$ cat src/hdl/ott_pkg.sv
// Shared types and codes for the obligation tracking table.
package ott_pkg;

   localparam int KEY_W   = 32;
   localparam int COUNT_W = 7;

   typedef enum logic [2:0] {
      OP_APPEND        = 3'd0,
      OP_TO_QUEUED     = 3'd1,
      OP_TO_PREPARED   = 3'd2,
      OP_TO_SUBMITTED  = 3'd3,
      OP_TO_JOINED     = 3'd4,
      OP_LOSE_LIVE     = 3'd5,
      OP_LOSE_UNSUB    = 3'd6,
      OP_CLEAR         = 3'd7
   } opcode_type;

   // Phase codes; 6 and 7 never appear in a used entry.
   typedef enum logic [2:0] {
      PH_ACCEPTED  = 3'd0,
      PH_QUEUED    = 3'd1,
      PH_PREPARED  = 3'd2,
      PH_SUBMITTED = 3'd3,
      PH_JOINED    = 3'd4,
      PH_LOST      = 3'd5
   } phase_type;

   typedef struct packed {
      opcode_type         opcode;
      logic [KEY_W-1:0]   gesture_key;
      logic [KEY_W-1:0]   sequence_key;
      logic [KEY_W-1:0]   work_id;
   } req_type;

   typedef struct packed {
      logic               ok;
      logic [COUNT_W-1:0] marked_lost;
      logic               any_live;
      logic               any_runnable;
      logic               balance_exact;
      logic               clean_balance;
      logic [KEY_W-1:0]   accepted_total;
      logic [KEY_W-1:0]   joined_total;
      logic [KEY_W-1:0]   lost_total;
   } rsp_type;

   // One table entry as held in memory.
   typedef struct packed {
      logic [KEY_W-1:0] gesture;
      logic [KEY_W-1:0] seq_key;
      logic [KEY_W-1:0] work;
      phase_type        phase;
   } entry_type;

endpackage

$ cat src/hdl/ott_ram.sv
// Generic single-write, single-read RAM with registered read data.
module ott_ram #(
   parameter int WIDTH = 8,
   parameter int DEPTH = 8
) (
   input  logic                                       clock,
   input  logic                                       wr_en,
   input  logic [((DEPTH > 1) ? $clog2(DEPTH) : 1)-1:0] wr_addr,
   input  logic [WIDTH-1:0]                           wr_data,
   input  logic                                       rd_en,
   input  logic [((DEPTH > 1) ? $clog2(DEPTH) : 1)-1:0] rd_addr,
   output logic [WIDTH-1:0]                           rd_data
);

   logic [WIDTH-1:0] mem [DEPTH];

   always_ff @(posedge clock) begin
      if (wr_en) begin
         mem[wr_addr] <= wr_data;
      end
      if (rd_en) begin
         rd_data <= mem[rd_addr];
      end
   end

endmodule

$ cat src/hdl/obligation_tracking_table_top.sv
// Obligation tracking table: top level with scan sequencer and counters.
//
// Usage:
//   req_* carries one request (opcode, gesture/sequence key, work id) with
//   valid/ready; rsp_* returns exactly one result per request with
//   valid/ready. There is no configuration port.
//   Entry keys, work ids and phases live in one RAM of TABLE_DEPTH words;
//   a per-entry used bit sits in flip-flops. Each request (other than
//   clear) walks the RAM once, one read per cycle, checking keys, finding
//   the first matching entry and marking entries lost for the bulk ops,
//   then commits at most one write-back and updates the counters.
// Sequence:
//   accept, scan (one RAM read per entry, each entry evaluated once its
//   registered read data returns), commit and result forming; clear skips
//   the scan. A new request is taken only after the result is formed.
// Reset:
//   synchronous, active high; clears used bits, write pointer and running
//   totals. The RAM contents are not cleared; the used bits gate them.
// Stall:
//   the result sits in an output register; the next request may be taken
//   and scanned while it waits, and the block holds in its last state
//   until the register is free.
module obligation_tracking_table_top
   import ott_pkg::*;
#(
   parameter int TABLE_DEPTH = 8
) (
   input  logic    clock,
   input  logic    reset,
   input  logic    req_valid,
   output logic    req_ready,
   input  req_type req_data,
   output logic    rsp_valid,
   input  logic    rsp_ready,
   output rsp_type rsp_data
);

   localparam int IDX_W = (TABLE_DEPTH > 1) ? $clog2(TABLE_DEPTH) : 1;
   localparam int CNT_W = $clog2(TABLE_DEPTH + 1);
   localparam logic [IDX_W-1:0] LAST_IDX = IDX_W'(TABLE_DEPTH - 1);
   localparam logic [CNT_W-1:0] DEPTH_CNT = CNT_W'(TABLE_DEPTH);

   typedef enum logic [1:0] {
      ST_IDLE,
      ST_SCAN,
      ST_COMMIT,
      ST_FORM
   } state_type;

   state_type               state_ff, state_in;
   req_type                 req_ff, req_in;
   logic [TABLE_DEPTH-1:0]  used_ff, used_in;
   logic [IDX_W-1:0]        wp_ff, wp_in;
   logic [KEY_W-1:0]        accepted_ff, accepted_in;
   logic [KEY_W-1:0]        submitted_ff, submitted_in;
   logic [KEY_W-1:0]        joined_ff, joined_in;
   logic [KEY_W-1:0]        lost_ff, lost_in;

   // scan pipeline
   logic [CNT_W-1:0]        issue_cnt_ff, issue_cnt_in;
   logic                    rd_vld_ff, rd_vld_in;
   logic [IDX_W-1:0]        rd_idx_ff, rd_idx_in;

   // scan results
   logic                    dup_ff, dup_in;
   logic                    wp_live_ff, wp_live_in;
   logic                    found_ff, found_in;
   logic [IDX_W-1:0]        match_idx_ff, match_idx_in;
   logic [KEY_W-1:0]        match_work_ff, match_work_in;
   logic [COUNT_W-1:0]      marked_ff, marked_in;
   logic [COUNT_W-1:0]      live_cnt_ff, live_cnt_in;
   logic [COUNT_W-1:0]      run_cnt_ff, run_cnt_in;
   logic                    ok_ff, ok_in;

   logic                    rsp_valid_ff, rsp_valid_in;
   rsp_type                 rsp_ff, rsp_in;

   // RAM port
   logic                    ram_we, ram_re;
   logic [IDX_W-1:0]        ram_wa, ram_ra;
   entry_type               ram_wd;
   logic [$bits(entry_type)-1:0] ram_rd_data;

   ott_ram #(
      .WIDTH ($bits(entry_type)),
      .DEPTH (TABLE_DEPTH)
   ) u_ram (
      .clock   (clock),
      .wr_en   (ram_we),
      .wr_addr (ram_wa),
      .wr_data (ram_wd),
      .rd_en   (ram_re),
      .rd_addr (ram_ra),
      .rd_data (ram_rd_data)
   );

   assign req_ready = (state_ff == ST_IDLE);
   assign rsp_valid = rsp_valid_ff;
   assign rsp_data  = rsp_ff;

   always_comb begin
      entry_type  ent;
      logic       ent_used;
      logic       ent_live;
      logic       ent_lose;
      logic       key_hit;
      phase_type  expected;
      phase_type  advanced;
      logic       is_lose_op;

      ent        = entry_type'(ram_rd_data);
      ent_used   = used_ff[rd_idx_ff];
      ent_live   = ent_used && (ent.phase != PH_JOINED) && (ent.phase != PH_LOST);
      key_hit    = ent_used && (ent.gesture == req_ff.gesture_key) &&
                   (ent.seq_key == req_ff.sequence_key);
      expected   = phase_type'(3'(req_ff.opcode) - 3'd1);
      advanced   = phase_type'(3'(expected) + 3'd1);
      is_lose_op = (req_ff.opcode == OP_LOSE_LIVE) || (req_ff.opcode == OP_LOSE_UNSUB);
      ent_lose   = ent_live && ((req_ff.opcode == OP_LOSE_LIVE) ||
                   ((req_ff.opcode == OP_LOSE_UNSUB) && (ent.phase != PH_SUBMITTED)));

      state_in      = state_ff;
      req_in        = req_ff;
      used_in       = used_ff;
      wp_in         = wp_ff;
      accepted_in   = accepted_ff;
      submitted_in  = submitted_ff;
      joined_in     = joined_ff;
      lost_in       = lost_ff;
      issue_cnt_in  = issue_cnt_ff;
      rd_vld_in     = 1'b0;
      rd_idx_in     = rd_idx_ff;
      dup_in        = dup_ff;
      wp_live_in    = wp_live_ff;
      found_in      = found_ff;
      match_idx_in  = match_idx_ff;
      match_work_in = match_work_ff;
      marked_in     = marked_ff;
      live_cnt_in   = live_cnt_ff;
      run_cnt_in    = run_cnt_ff;
      ok_in         = ok_ff;
      rsp_in        = rsp_ff;
      rsp_valid_in  = rsp_valid_ff && !rsp_ready;

      ram_we = 1'b0;
      ram_wa = rd_idx_ff;
      ram_wd = '{gesture: ent.gesture, seq_key: ent.seq_key, work: ent.work,
                 phase: PH_LOST};
      ram_re = 1'b0;
      ram_ra = issue_cnt_ff[IDX_W-1:0];

      unique case (state_ff)
         ST_IDLE: begin
            if (req_valid) begin
               req_in       = req_data;
               issue_cnt_in = '0;
               dup_in       = 1'b0;
               wp_live_in   = 1'b0;
               found_in     = 1'b0;
               marked_in    = '0;
               live_cnt_in  = '0;
               run_cnt_in   = '0;
               state_in     = (req_data.opcode == OP_CLEAR) ? ST_COMMIT : ST_SCAN;
            end
         end

         ST_SCAN: begin
            // issue one read per cycle
            if (issue_cnt_ff < DEPTH_CNT) begin
               ram_re       = 1'b1;
               rd_vld_in    = 1'b1;
               rd_idx_in    = issue_cnt_ff[IDX_W-1:0];
               issue_cnt_in = issue_cnt_ff + CNT_W'(1);
            end
            // evaluate the entry read last cycle
            if (rd_vld_ff) begin
               if (key_hit) begin
                  dup_in = 1'b1;
               end
               if (rd_idx_ff == wp_ff) begin
                  wp_live_in = ent_live;
               end
               if (key_hit && (ent.phase == expected) && !found_ff) begin
                  found_in      = 1'b1;
                  match_idx_in  = rd_idx_ff;
                  match_work_in = ent.work;
               end
               if (is_lose_op && ent_lose) begin
                  ram_we    = 1'b1;
                  marked_in = marked_ff + COUNT_W'(1);
               end
               if (ent_live && !ent_lose) begin
                  live_cnt_in = live_cnt_ff + COUNT_W'(1);
                  if (ent.phase != PH_SUBMITTED) begin
                     run_cnt_in = run_cnt_ff + COUNT_W'(1);
                  end
               end
               if (rd_idx_ff == LAST_IDX) begin
                  state_in = ST_COMMIT;
               end
            end
         end

         ST_COMMIT: begin
            ok_in    = 1'b1;
            state_in = ST_FORM;
            case (req_ff.opcode) inside
               OP_APPEND: begin
                  ok_in = (req_ff.gesture_key != '0) && (req_ff.sequence_key != '0) &&
                          !dup_ff && !wp_live_ff;
                  ram_wa = wp_ff;
                  ram_wd = '{gesture: req_ff.gesture_key, seq_key: req_ff.sequence_key,
                             work: '0, phase: PH_ACCEPTED};
                  if (ok_in) begin
                     ram_we          = 1'b1;
                     used_in[wp_ff]  = 1'b1;
                     wp_in           = (wp_ff == LAST_IDX) ? '0 : wp_ff + IDX_W'(1);
                     accepted_in     = accepted_ff + 32'd1;
                     live_cnt_in     = live_cnt_ff + COUNT_W'(1);
                     run_cnt_in      = run_cnt_ff + COUNT_W'(1);
                  end
               end
               OP_TO_QUEUED, OP_TO_PREPARED, OP_TO_SUBMITTED, OP_TO_JOINED: begin
                  ok_in = found_ff && ((expected == PH_ACCEPTED) ?
                          (req_ff.work_id != '0) : (match_work_ff == req_ff.work_id));
                  ram_wa = match_idx_ff;
                  // the bound work id equals the request's in both cases
                  ram_wd = '{gesture: req_ff.gesture_key, seq_key: req_ff.sequence_key,
                             work: req_ff.work_id, phase: advanced};
                  if (ok_in) begin
                     ram_we = 1'b1;
                     if (advanced == PH_SUBMITTED) begin
                        submitted_in = submitted_ff + 32'd1;
                        run_cnt_in   = run_cnt_ff - COUNT_W'(1);
                     end else if (advanced == PH_JOINED) begin
                        joined_in   = joined_ff + 32'd1;
                        live_cnt_in = live_cnt_ff - COUNT_W'(1);
                     end
                  end
               end
               OP_LOSE_LIVE, OP_LOSE_UNSUB: begin
                  lost_in = lost_ff + 32'(marked_ff);
               end
               default: begin
                  // clear
                  used_in      = '0;
                  wp_in        = '0;
                  accepted_in  = '0;
                  submitted_in = '0;
                  joined_in    = '0;
                  lost_in      = '0;
                  live_cnt_in  = '0;
                  run_cnt_in   = '0;
               end
            endcase
         end

         ST_FORM: begin
            if (!rsp_valid_ff || rsp_ready) begin
               rsp_in.ok             = ok_ff;
               rsp_in.marked_lost    = marked_ff;
               rsp_in.any_live       = (live_cnt_ff != '0);
               rsp_in.any_runnable   = (run_cnt_ff != '0);
               rsp_in.balance_exact  = (accepted_ff ==
                                        (joined_ff + lost_ff + 32'(live_cnt_ff)));
               rsp_in.clean_balance  = (lost_ff == '0) && (accepted_ff == submitted_ff) &&
                                       (submitted_ff == joined_ff);
               rsp_in.accepted_total = accepted_ff;
               rsp_in.joined_total   = joined_ff;
               rsp_in.lost_total     = lost_ff;
               rsp_valid_in          = 1'b1;
               state_in              = ST_IDLE;
            end
         end

         default: begin
            state_in = ST_IDLE;
         end
      endcase
   end

   always_ff @(posedge clock) begin
      if (reset) begin
         state_ff     <= ST_IDLE;
         used_ff      <= '0;
         wp_ff        <= '0;
         accepted_ff  <= '0;
         submitted_ff <= '0;
         joined_ff    <= '0;
         lost_ff      <= '0;
         issue_cnt_ff <= '0;
         rd_vld_ff    <= 1'b0;
         rsp_valid_ff <= 1'b0;
      end else begin
         state_ff     <= state_in;
         used_ff      <= used_in;
         wp_ff        <= wp_in;
         accepted_ff  <= accepted_in;
         submitted_ff <= submitted_in;
         joined_ff    <= joined_in;
         lost_ff      <= lost_in;
         issue_cnt_ff <= issue_cnt_in;
         rd_vld_ff    <= rd_vld_in;
         rsp_valid_ff <= rsp_valid_in;
      end
      req_ff        <= req_in;
      rd_idx_ff     <= rd_idx_in;
      dup_ff        <= dup_in;
      wp_live_ff    <= wp_live_in;
      found_ff      <= found_in;
      match_idx_ff  <= match_idx_in;
      match_work_ff <= match_work_in;
      marked_ff     <= marked_in;
      live_cnt_ff   <= live_cnt_in;
      run_cnt_ff    <= run_cnt_in;
      ok_ff         <= ok_in;
      rsp_ff        <= rsp_in;
   end

   // A result is only loaded from the result-forming state.
   assert property (@(posedge clock) disable iff (reset)
      $rose(rsp_valid_ff) |-> $past(state_ff == ST_FORM))
      else $error("result raised outside result-forming state");

   // A successful append marks its slot used and bumps the accepted count.
   assert property (@(posedge clock) disable iff (reset)
      (state_ff == ST_COMMIT && req_ff.opcode == OP_APPEND && ok_in) |=>
      (used_ff[$past(wp_ff)] && (accepted_ff == $past(accepted_ff) + 32'd1)))
      else $error("append commit lost its slot or count");

   // Live entries never outnumber used slots; runnable ones are live.
   assert property (@(posedge clock) disable iff (reset)
      (state_ff == ST_FORM) |->
      ((live_cnt_ff <= $countones(used_ff)) && (run_cnt_ff <= live_cnt_ff)))
      else $error("live or runnable count out of range");

   // A bulk operation never marks more entries than the table holds.
   assert property (@(posedge clock) disable iff (reset)
      rsp_valid_ff |-> (rsp_ff.marked_lost <= COUNT_W'(TABLE_DEPTH)))
      else $error("marked count exceeds table depth");

endmodule

$ cat config.mk
export PLATFORM = sky130hd
export DESIGN_NAME = obligation_tracking_table_top
export DESIGN_NICKNAME = d
export VERILOG_FILES = /design/src/hdl/ott_pkg.sv /design/src/hdl/ott_ram.sv /design/src/hdl/obligation_tracking_table_top.sv
export SDC_FILE = /design/constraint.sdc
export NUM_CORES = 2
export LEC_CHECK = 0
export BUFFER_PORTS_ARGS = -buffer_cell sky130_fd_sc_hd__buf_2
export CAP_MARGIN = 20
export CORE_ASPECT_RATIO = 0.8
export CORE_MARGIN = 2
export CORE_UTILIZATION = 55
export DETAILED_ROUTE_END_ITERATION = 10
export GPL_ROUTABILITY_DRIVEN = 0
export HOLD_SLACK_MARGIN = 0.03
export PLACE_DENSITY = 0.72
export RECOVER_POWER = 25
export SLEW_MARGIN = 10
export SYNTH_ARGS = -nofsm -noshare
export SYNTH_HDL_FRONTEND = slang
export SYNTH_SLANG_ARGS = --single-unit
$ cat constraint.sdc
create_clock -name clock -period 17.6 [get_ports clock]
set_clock_uncertainty 0.2 [all_clocks]
set_input_delay 5.28 -clock clock [delete_from_list [all_inputs] [get_ports clock]]
set_output_delay 5.28 -clock clock [all_outputs]
set_load 0.05 [all_outputs]
======== Word-level counts from Yosys, hierarchy flattened ========
Memories as Yosys holds them, arrays and structs flattened. A register that Yosys moved wholly into a read port is not among the register bits.
Index checks and enable logic that the tools add are counted.
cells by class
  reductions and logical operators ........ 56
  shifts and indexed selects .............. 0
  multiply operators ...................... 0
  $add $sub $neg .......................... 15
  equality and inequality tests ........... 50
  muxes and demuxes ....................... 89
  div/mod/pow operators ................... 0
  bitwise gates (word level) .............. 3
  order comparisons ....................... 4
operator list
  operator                                                             count
  32-bit 2-to-1 mux                                                    12
  99-bit 2-to-1 mux                                                    3
  32-bit equality test                                                 6
  7-bit 2-to-1 mux                                                     20
  32-bit by 1-bit adder with 32-bit output (second input constant)     3
  32-bit nonzero test                                                  3
  32-bit by 7-bit adder with 32-bit output                             2
  7-bit one-hot mux with 3 select lines                                2
  2-bit != test (second input constant)                                18
  32-bit adder                                                         1
  32-bit zero test                                                     1
  8-bit 2-to-1 mux                                                     4
  1-bit 2-to-1 mux                                                     24
  3-bit 2-to-1 mux                                                     8
  4-bit AND reduction                                                  6
  7-bit by 1-bit adder with 7-bit output (second input constant)       3
  3-bit equality test (second input constant)                          7
  4-bit != test (second input constant)                                5
  1-bit logical AND                                                    18
  9-bit AND reduction                                                  2
  7-bit one-hot mux with 2 select lines                                1
  7-bit nonzero test                                                   2
  7-bit by 1-bit subtractor with 7-bit output (second input constant)  2
  2-bit 2-to-1 mux                                                     5
  other kinds (34)                                                     59
word-level totals
  memories kept ........................... 1
  RAM bits ................................ 792
  latch bits .............................. 0
  register bits after elaboration ......... 417
  ROM bits ................................ 0
memories
  name       words  width  read ports  clocked after memory_dff  wr ports  RTL line       text
  u_ram.mem  8      99     1           1                         1         ott_ram.sv:15  logic [WIDTH-1:0] mem [DEPTH];

======== Longest topological paths before layout ========
  word-level depth ........................ 11
  mapped depth ............................ 13
  gate-level depth less buffers ........... 13

======== Modules after synthesis ========
From an unflattened synthesis, not the netlist that was laid out.
unflattened totals
  cells, all modules ...................... 3488
  area total of the unflattened synthesis .. 55459.4 um^2
by module, submodules not included
  module                         times used  area each (um^2)  cells an instance
  ott_ram                        1           33130.5           1256
  obligation_tracking_table_top  1           22328.9           2232

======== Worst setup path after synthesis ========
No wires, ideal clock.
  path kind ............................... register -> register
  start point ............................. reg req_ff[96] (netlist name)
  end point ............................... mem u_ram.mem[0][0] (netlist name) (enable)
  clock period less this slack ............ 12526 ps
  slack ................................... 5074 ps
  buffers on the path ..................... 0
  library setup time ...................... 799 ps
  data arrival time ....................... 11527 ps
  cell stages (with the launch flop) ...... 12
  path through ............................ edfxtp_1 -> inv_1 -> ha_1 -> ha_1 -> nand2_1 -> a31oi_1 -> a31oi_1 -> nand2b_1 -> o31ai_1 -> a32o_1 -> nand2_1 -> nor4_1
between the ends
  cells in the longest elaborated chain, start to end .. 10
  elaborated cells on any way between the ends .. 28
  those cells by class .................... add/sub (1); eq/ne (6); mux (12); reduce/logical (9)
ends and longest elaborated chain
  what                                                                                RTL line                                                                                                          text
  start: declaration                                                                  obligation_tracking_table_top.sv:51                                                                               req_type req_ff, req_in;
  start signal: assignment                                                            obligation_tracking_table_top.sv:306                                                                              req_ff <= req_in;
  3-bit by 1-bit subtractor with 3-bit output or 3-bit equality test (tied branches)  obligation_tracking_table_top.sv:116, obligation_tracking_table_top.sv:118, obligation_tracking_table_top.sv:120
  3-bit zero test or 1-bit logical AND (tied branches)                                obligation_tracking_table_top.sv:224, obligation_tracking_table_top.sv:120
  1-bit 2-to-1 mux or 1-bit logical OR (tied branches)                                obligation_tracking_table_top.sv:224, obligation_tracking_table_top.sv:119
  1-bit logical AND (on tied branches)                                                obligation_tracking_table_top.sv:224, obligation_tracking_table_top.sv:119
  1-bit 2-to-1 mux or 1-bit logical AND (tied branches)                               obligation_tracking_table_top.sv:230, obligation_tracking_table_top.sv:188
  1-bit 2-to-1 mux (on tied branches)                                                 obligation_tracking_table_top.sv:207, obligation_tracking_table_top.sv:188
  1-bit 2-to-1 mux (on tied branches)                                                 obligation_tracking_table_top.sv:207, obligation_tracking_table_top.sv:176
  1-bit one-hot mux with 2 select lines                                               obligation_tracking_table_top.sv:152                                                                              unique case (state_ff)
  1-bit 2-to-1 mux                                                                    ott_ram.sv:18                                                                                                     if (wr_en) begin
  1-bit 2-to-1 mux (not written as such)                                              ott_ram.sv:19                                                                                                     mem[wr_addr] <= wr_data;
  end: declaration                                                                    ott_ram.sv:15
Parallel ways exist; a longest one is shown, timed or not.

======== Worst setup path after layout ========
  start point ............................. reg state_ff[0]
  end point ............................... out req_ready
between the ends
  cells in the longest elaborated chain, start to end .. 1
ends and longest elaborated chain
  what                      RTL line                              text
  start: declaration        obligation_tracking_table_top.sv:50   state_type state_ff, state_in;
  start signal: assignment  obligation_tracking_table_top.sv:295  state_ff <= state_in;
  2-bit zero test           obligation_tracking_table_top.sv:97   assign req_ready = (state_ff == ST_IDLE);
  end: declaration          obligation_tracking_table_top.sv:31   output logic req_ready,
No other way between the ends.

==> impl_metrics.tcl <==
set metrics [dict create \
    status "finished with violations" \
    violations "capacitance limit, slew limit" \
    max_cap_violations 12 \
    drc_errors 0 \
    reg2reg_depth 7 \
    clkPwrFrac_pct 34.3 \
    powerDensity_nw_per_um2 130.3 \
    synth_flop_cell "edfxtp_1" \
    drv_slew 521 \
    critical_path_class "register to primary output" \
    numClockSinks 1308 \
    wl_met3_mm 9.198 \
    synth_top_area_cell "edfxtp_1" \
    drive_above_1_share_pct 19.99 \
    reg2reg_to "u_ram.mem[4][66]" \
    antennaDiodeCount 0 \
    synth_top_area_share_pct 63.86 \
    crit_fanout 7 \
    pin_count 213 \
    startpoint "state_ff[0]" \
    post-route-period-util_pct 41.58 \
    p_sw_share_pct 27.06 \
    crit_chain "inv_1, ha_1, buf_2" \
    critPathMaxStageDelay_ps 350 \
    numCtsBuffers 121 \
    ant_nets 0 \
    drt-pass1-iter-count 6 \
    endpoint "req_ready" \
    overflow 0 \
    power.switching_uw 2162 \
    fmax_ghz 0.1367 \
    crit_required_ps 12120 \
    worst_pin_slew_ps 4001 \
    root_buffer "clkbuf_16" \
    worstPathArrival_ps 1840 \
    ys_top_cells_by_area "edfxtp_1 64%, mux4_2 8.3%, dfxtp_1 5.4%" \
    ys_top_cells_by_count "1161 x edfxtp_1, 299 x nand2_1, 200 x mux4_2" \
    r2r_slack_ps 11020 \
    ys_types 81 \
    cts.clk_slew.worst_paths_ps 60 \
    grt_max_degree 95 \
    grt_pass1_vias 30380 \
    grtUsageTotal_pct 24.64 \
    post_cts_resized 0 \
    grt_pass1_wl_mm 188.3 \
    maxSlewHeadroom_pct -166.7 \
    clock_latency_ps 750 \
    wl_met1_mm 51.56 \
    die_area_um2 101800 \
    min_path_type "register to register" \
    cts_buffer_depth 3 \
    ys_warn_count 0 \
    synth_area_per_cell_um2 15.87 \
    setup-tns-final_ps 0 \
    via_count 31170 \
    routed_wl_mm 125.5 \
    synth_fp_nets 3639 \
    antenna_found_initial 0 \
    crit_path_top_delay_cell "dfxtp_1" \
    syn_area_um2 54590 \
    ir_worst_vdd_v 0.00009405 \
    synth-async-reset-ratio_pct 0 \
    htreeDepth 3 \
    synth_edf_count 1161 \
    io_buffers 212 \
    fin_hold_ws_ps 220.3 \
    hold_path_depth 0 \
    die_h_um 285.8 \
    area_delta_synth_final_pct 12.32 \
    ys_ff_latch 1308 \
    sequentialPowerShare_pct 50.4 \
    dp_hpwl_mm 76.93 \
    cts_tree "yes" \
    detail_route.wl_per_cell_um 24.67 \
    viasPerCell 6.125 \
    min_period_ps 7317 \
    met2_length_mm 61.90 \
    timing.rr.start "req_ff[96]" \
    finalHoldViolCount 0 \
    power_frac_comb_pct 15.3 \
    rows 103 \
    drtIter0Drc 3176 \
    fin_util_pct 62.20 \
    initial_core_util_pct 55.38 \
    yosysSeqAreaShare_pct 69.25 \
    power_leakage_uw 0.02068 \
    setup_viol 0 \
    cts_setup_buffers 0 \
    core_area_um2 98590 \
    yosysMostFrequentCell "edfxtp_1" \
    start_kind "register" \
    rsz0062_at_grt "no" \
    ctsHoldBuffers 0 \
    end_kind "primary output" \
    dieWidth_um 356.2 \
    top_layer_used "met4" \
    p_int_uw 5829 \
    synthCells 3440 \
    fin_nets 3867 \
]
-- cell type report --
cell class | instances | area [um^2]
sequential | 1308 | 37810
inverter | 57 | 214.0
fill | 7021 | 37270
clock inverter | 86 | 1005
tap | 1312 | 1642
clock buffer | 145 | 3221
multi-input combinational | 1928 | 16080
timing repair buffer | 252 | 1356
-- state kept, by name, indices dropped and copies added, names as in the netlist --
register       count
accepted_ff       32
dup_ff             1
found_ff           1
issue_cnt_ff       4
joined_ff         32
live_cnt_ff        7
lost_ff           32
marked_ff          7
match_idx_ff       3
match_work_ff     32
ok_ff              1
rd_idx_ff          3
rd_vld_ff          1
req_ff            99
rsp_data         108
rsp_valid          1
run_cnt_ff         7
state_ff           2
submitted_ff      32
u_ram.mem        792
u_ram.rd_data     99
used_ff            8
wp_ff              3
wp_live_ff         1
-- worst max-delay path: cells and delay by family, from the launching register on --
kind	cells	cell delay (ps)
flip-flops	1	350
buffers and inverters	2	430
adder cells (fa/ha/maj)	1	310
-- metal layers --
metal / vias to the layer above / GRT usage, %
met2: 1296 / 40.70
met3: 192 / 4.102
met4: 0 / 6.097
met5: - / 0
met1: 15830 / 34.53
li1: 13850 / -
-- power groups by stage --
stage          Clock, uW  Combinational (uW)  Sequential (uW)
2_1_floorplan          0                 820             4070
3_3_place_gp           0                1180             4080
3_5_place_dp           0                1210             4080
4_1_cts             2790                1210             4020
5_1_grt             2900                1330             4050
6_report            2740                1220             4030
-- stage by stage --
step           worst slack, ps  power (uW)  std cells  area, um^2
6_report                 10280        7991       5088       61320
5_1_grt                  10170        8285       5088       61320
4_1_cts                  10260        8018       5086       61360
3_5_place_dp              9899        5291       4855       57130
3_3_place_gp              9952        5254       4855       57130
2_1_floorplan             5074        4893       3440       54590
-- worst min-delay path by stage --
stage	startpoint	to	slack (ps)
2_1_floorplan	ok_ff	rsp_data[107]	200
3_3_place_gp	ok_ff	rsp_data[107]	210
3_5_place_dp	ok_ff	rsp_data[107]	210
4_1_cts	ok_ff	rsp_data[107]	220
5_1_grt	ok_ff	rsp_data[107]	240
6_report	ok_ff	rsp_data[107]	220
-- cell families after synthesis --
family                     count (synthesis)  share of synthesized area [%]
and+or+nand+nor                          917                          8.209
buffers and inverters                    204                          1.421
muxes                                    311                          10.51
xor gates and xnor gates                 251                          4.027
DFF                                     1308                          69.25
AOI/OAI and AO/OA                        353                          4.256
adders and majority gates                 96                          2.324
-- placed cells by master (no fill, tap or decap), types with 15 or more instances in the layout --
cell type / Yosys / routed
a22o_1: 33 / 33
mux4_2: 200 / 200
mux2_1: 0 / 15
nor3_1: 56 / 51
xor2_1: 109 / 109
and3_1: 59 / 59
clkinv_1: 1 / 23
o21ai_0: 72 / 72
inv_1: 56 / 55
ha_1: 87 / 87
dfxtp_1: 147 / 147
nand3_1: 64 / 64
nor2_1: 196 / 196
a31oi_1: 15 / 15
a21oi_1: 102 / 102
buf_4: 0 / 30
edfxtp_1: 1161 / 1161
xnor2_1: 142 / 142
mux2_2: 99 / 84
buf_2: 5 / 212
clkbuf_1: 116 / 24
clkbuf_16: 0 / 123
or3_1: 36 / 36
nand4_1: 58 / 58
clkinv_2: 0 / 25
nand2_1: 299 / 299
nor4_1: 65 / 61
bufinv_16: 0 / 18
Power figures use the tool's default switching activity.
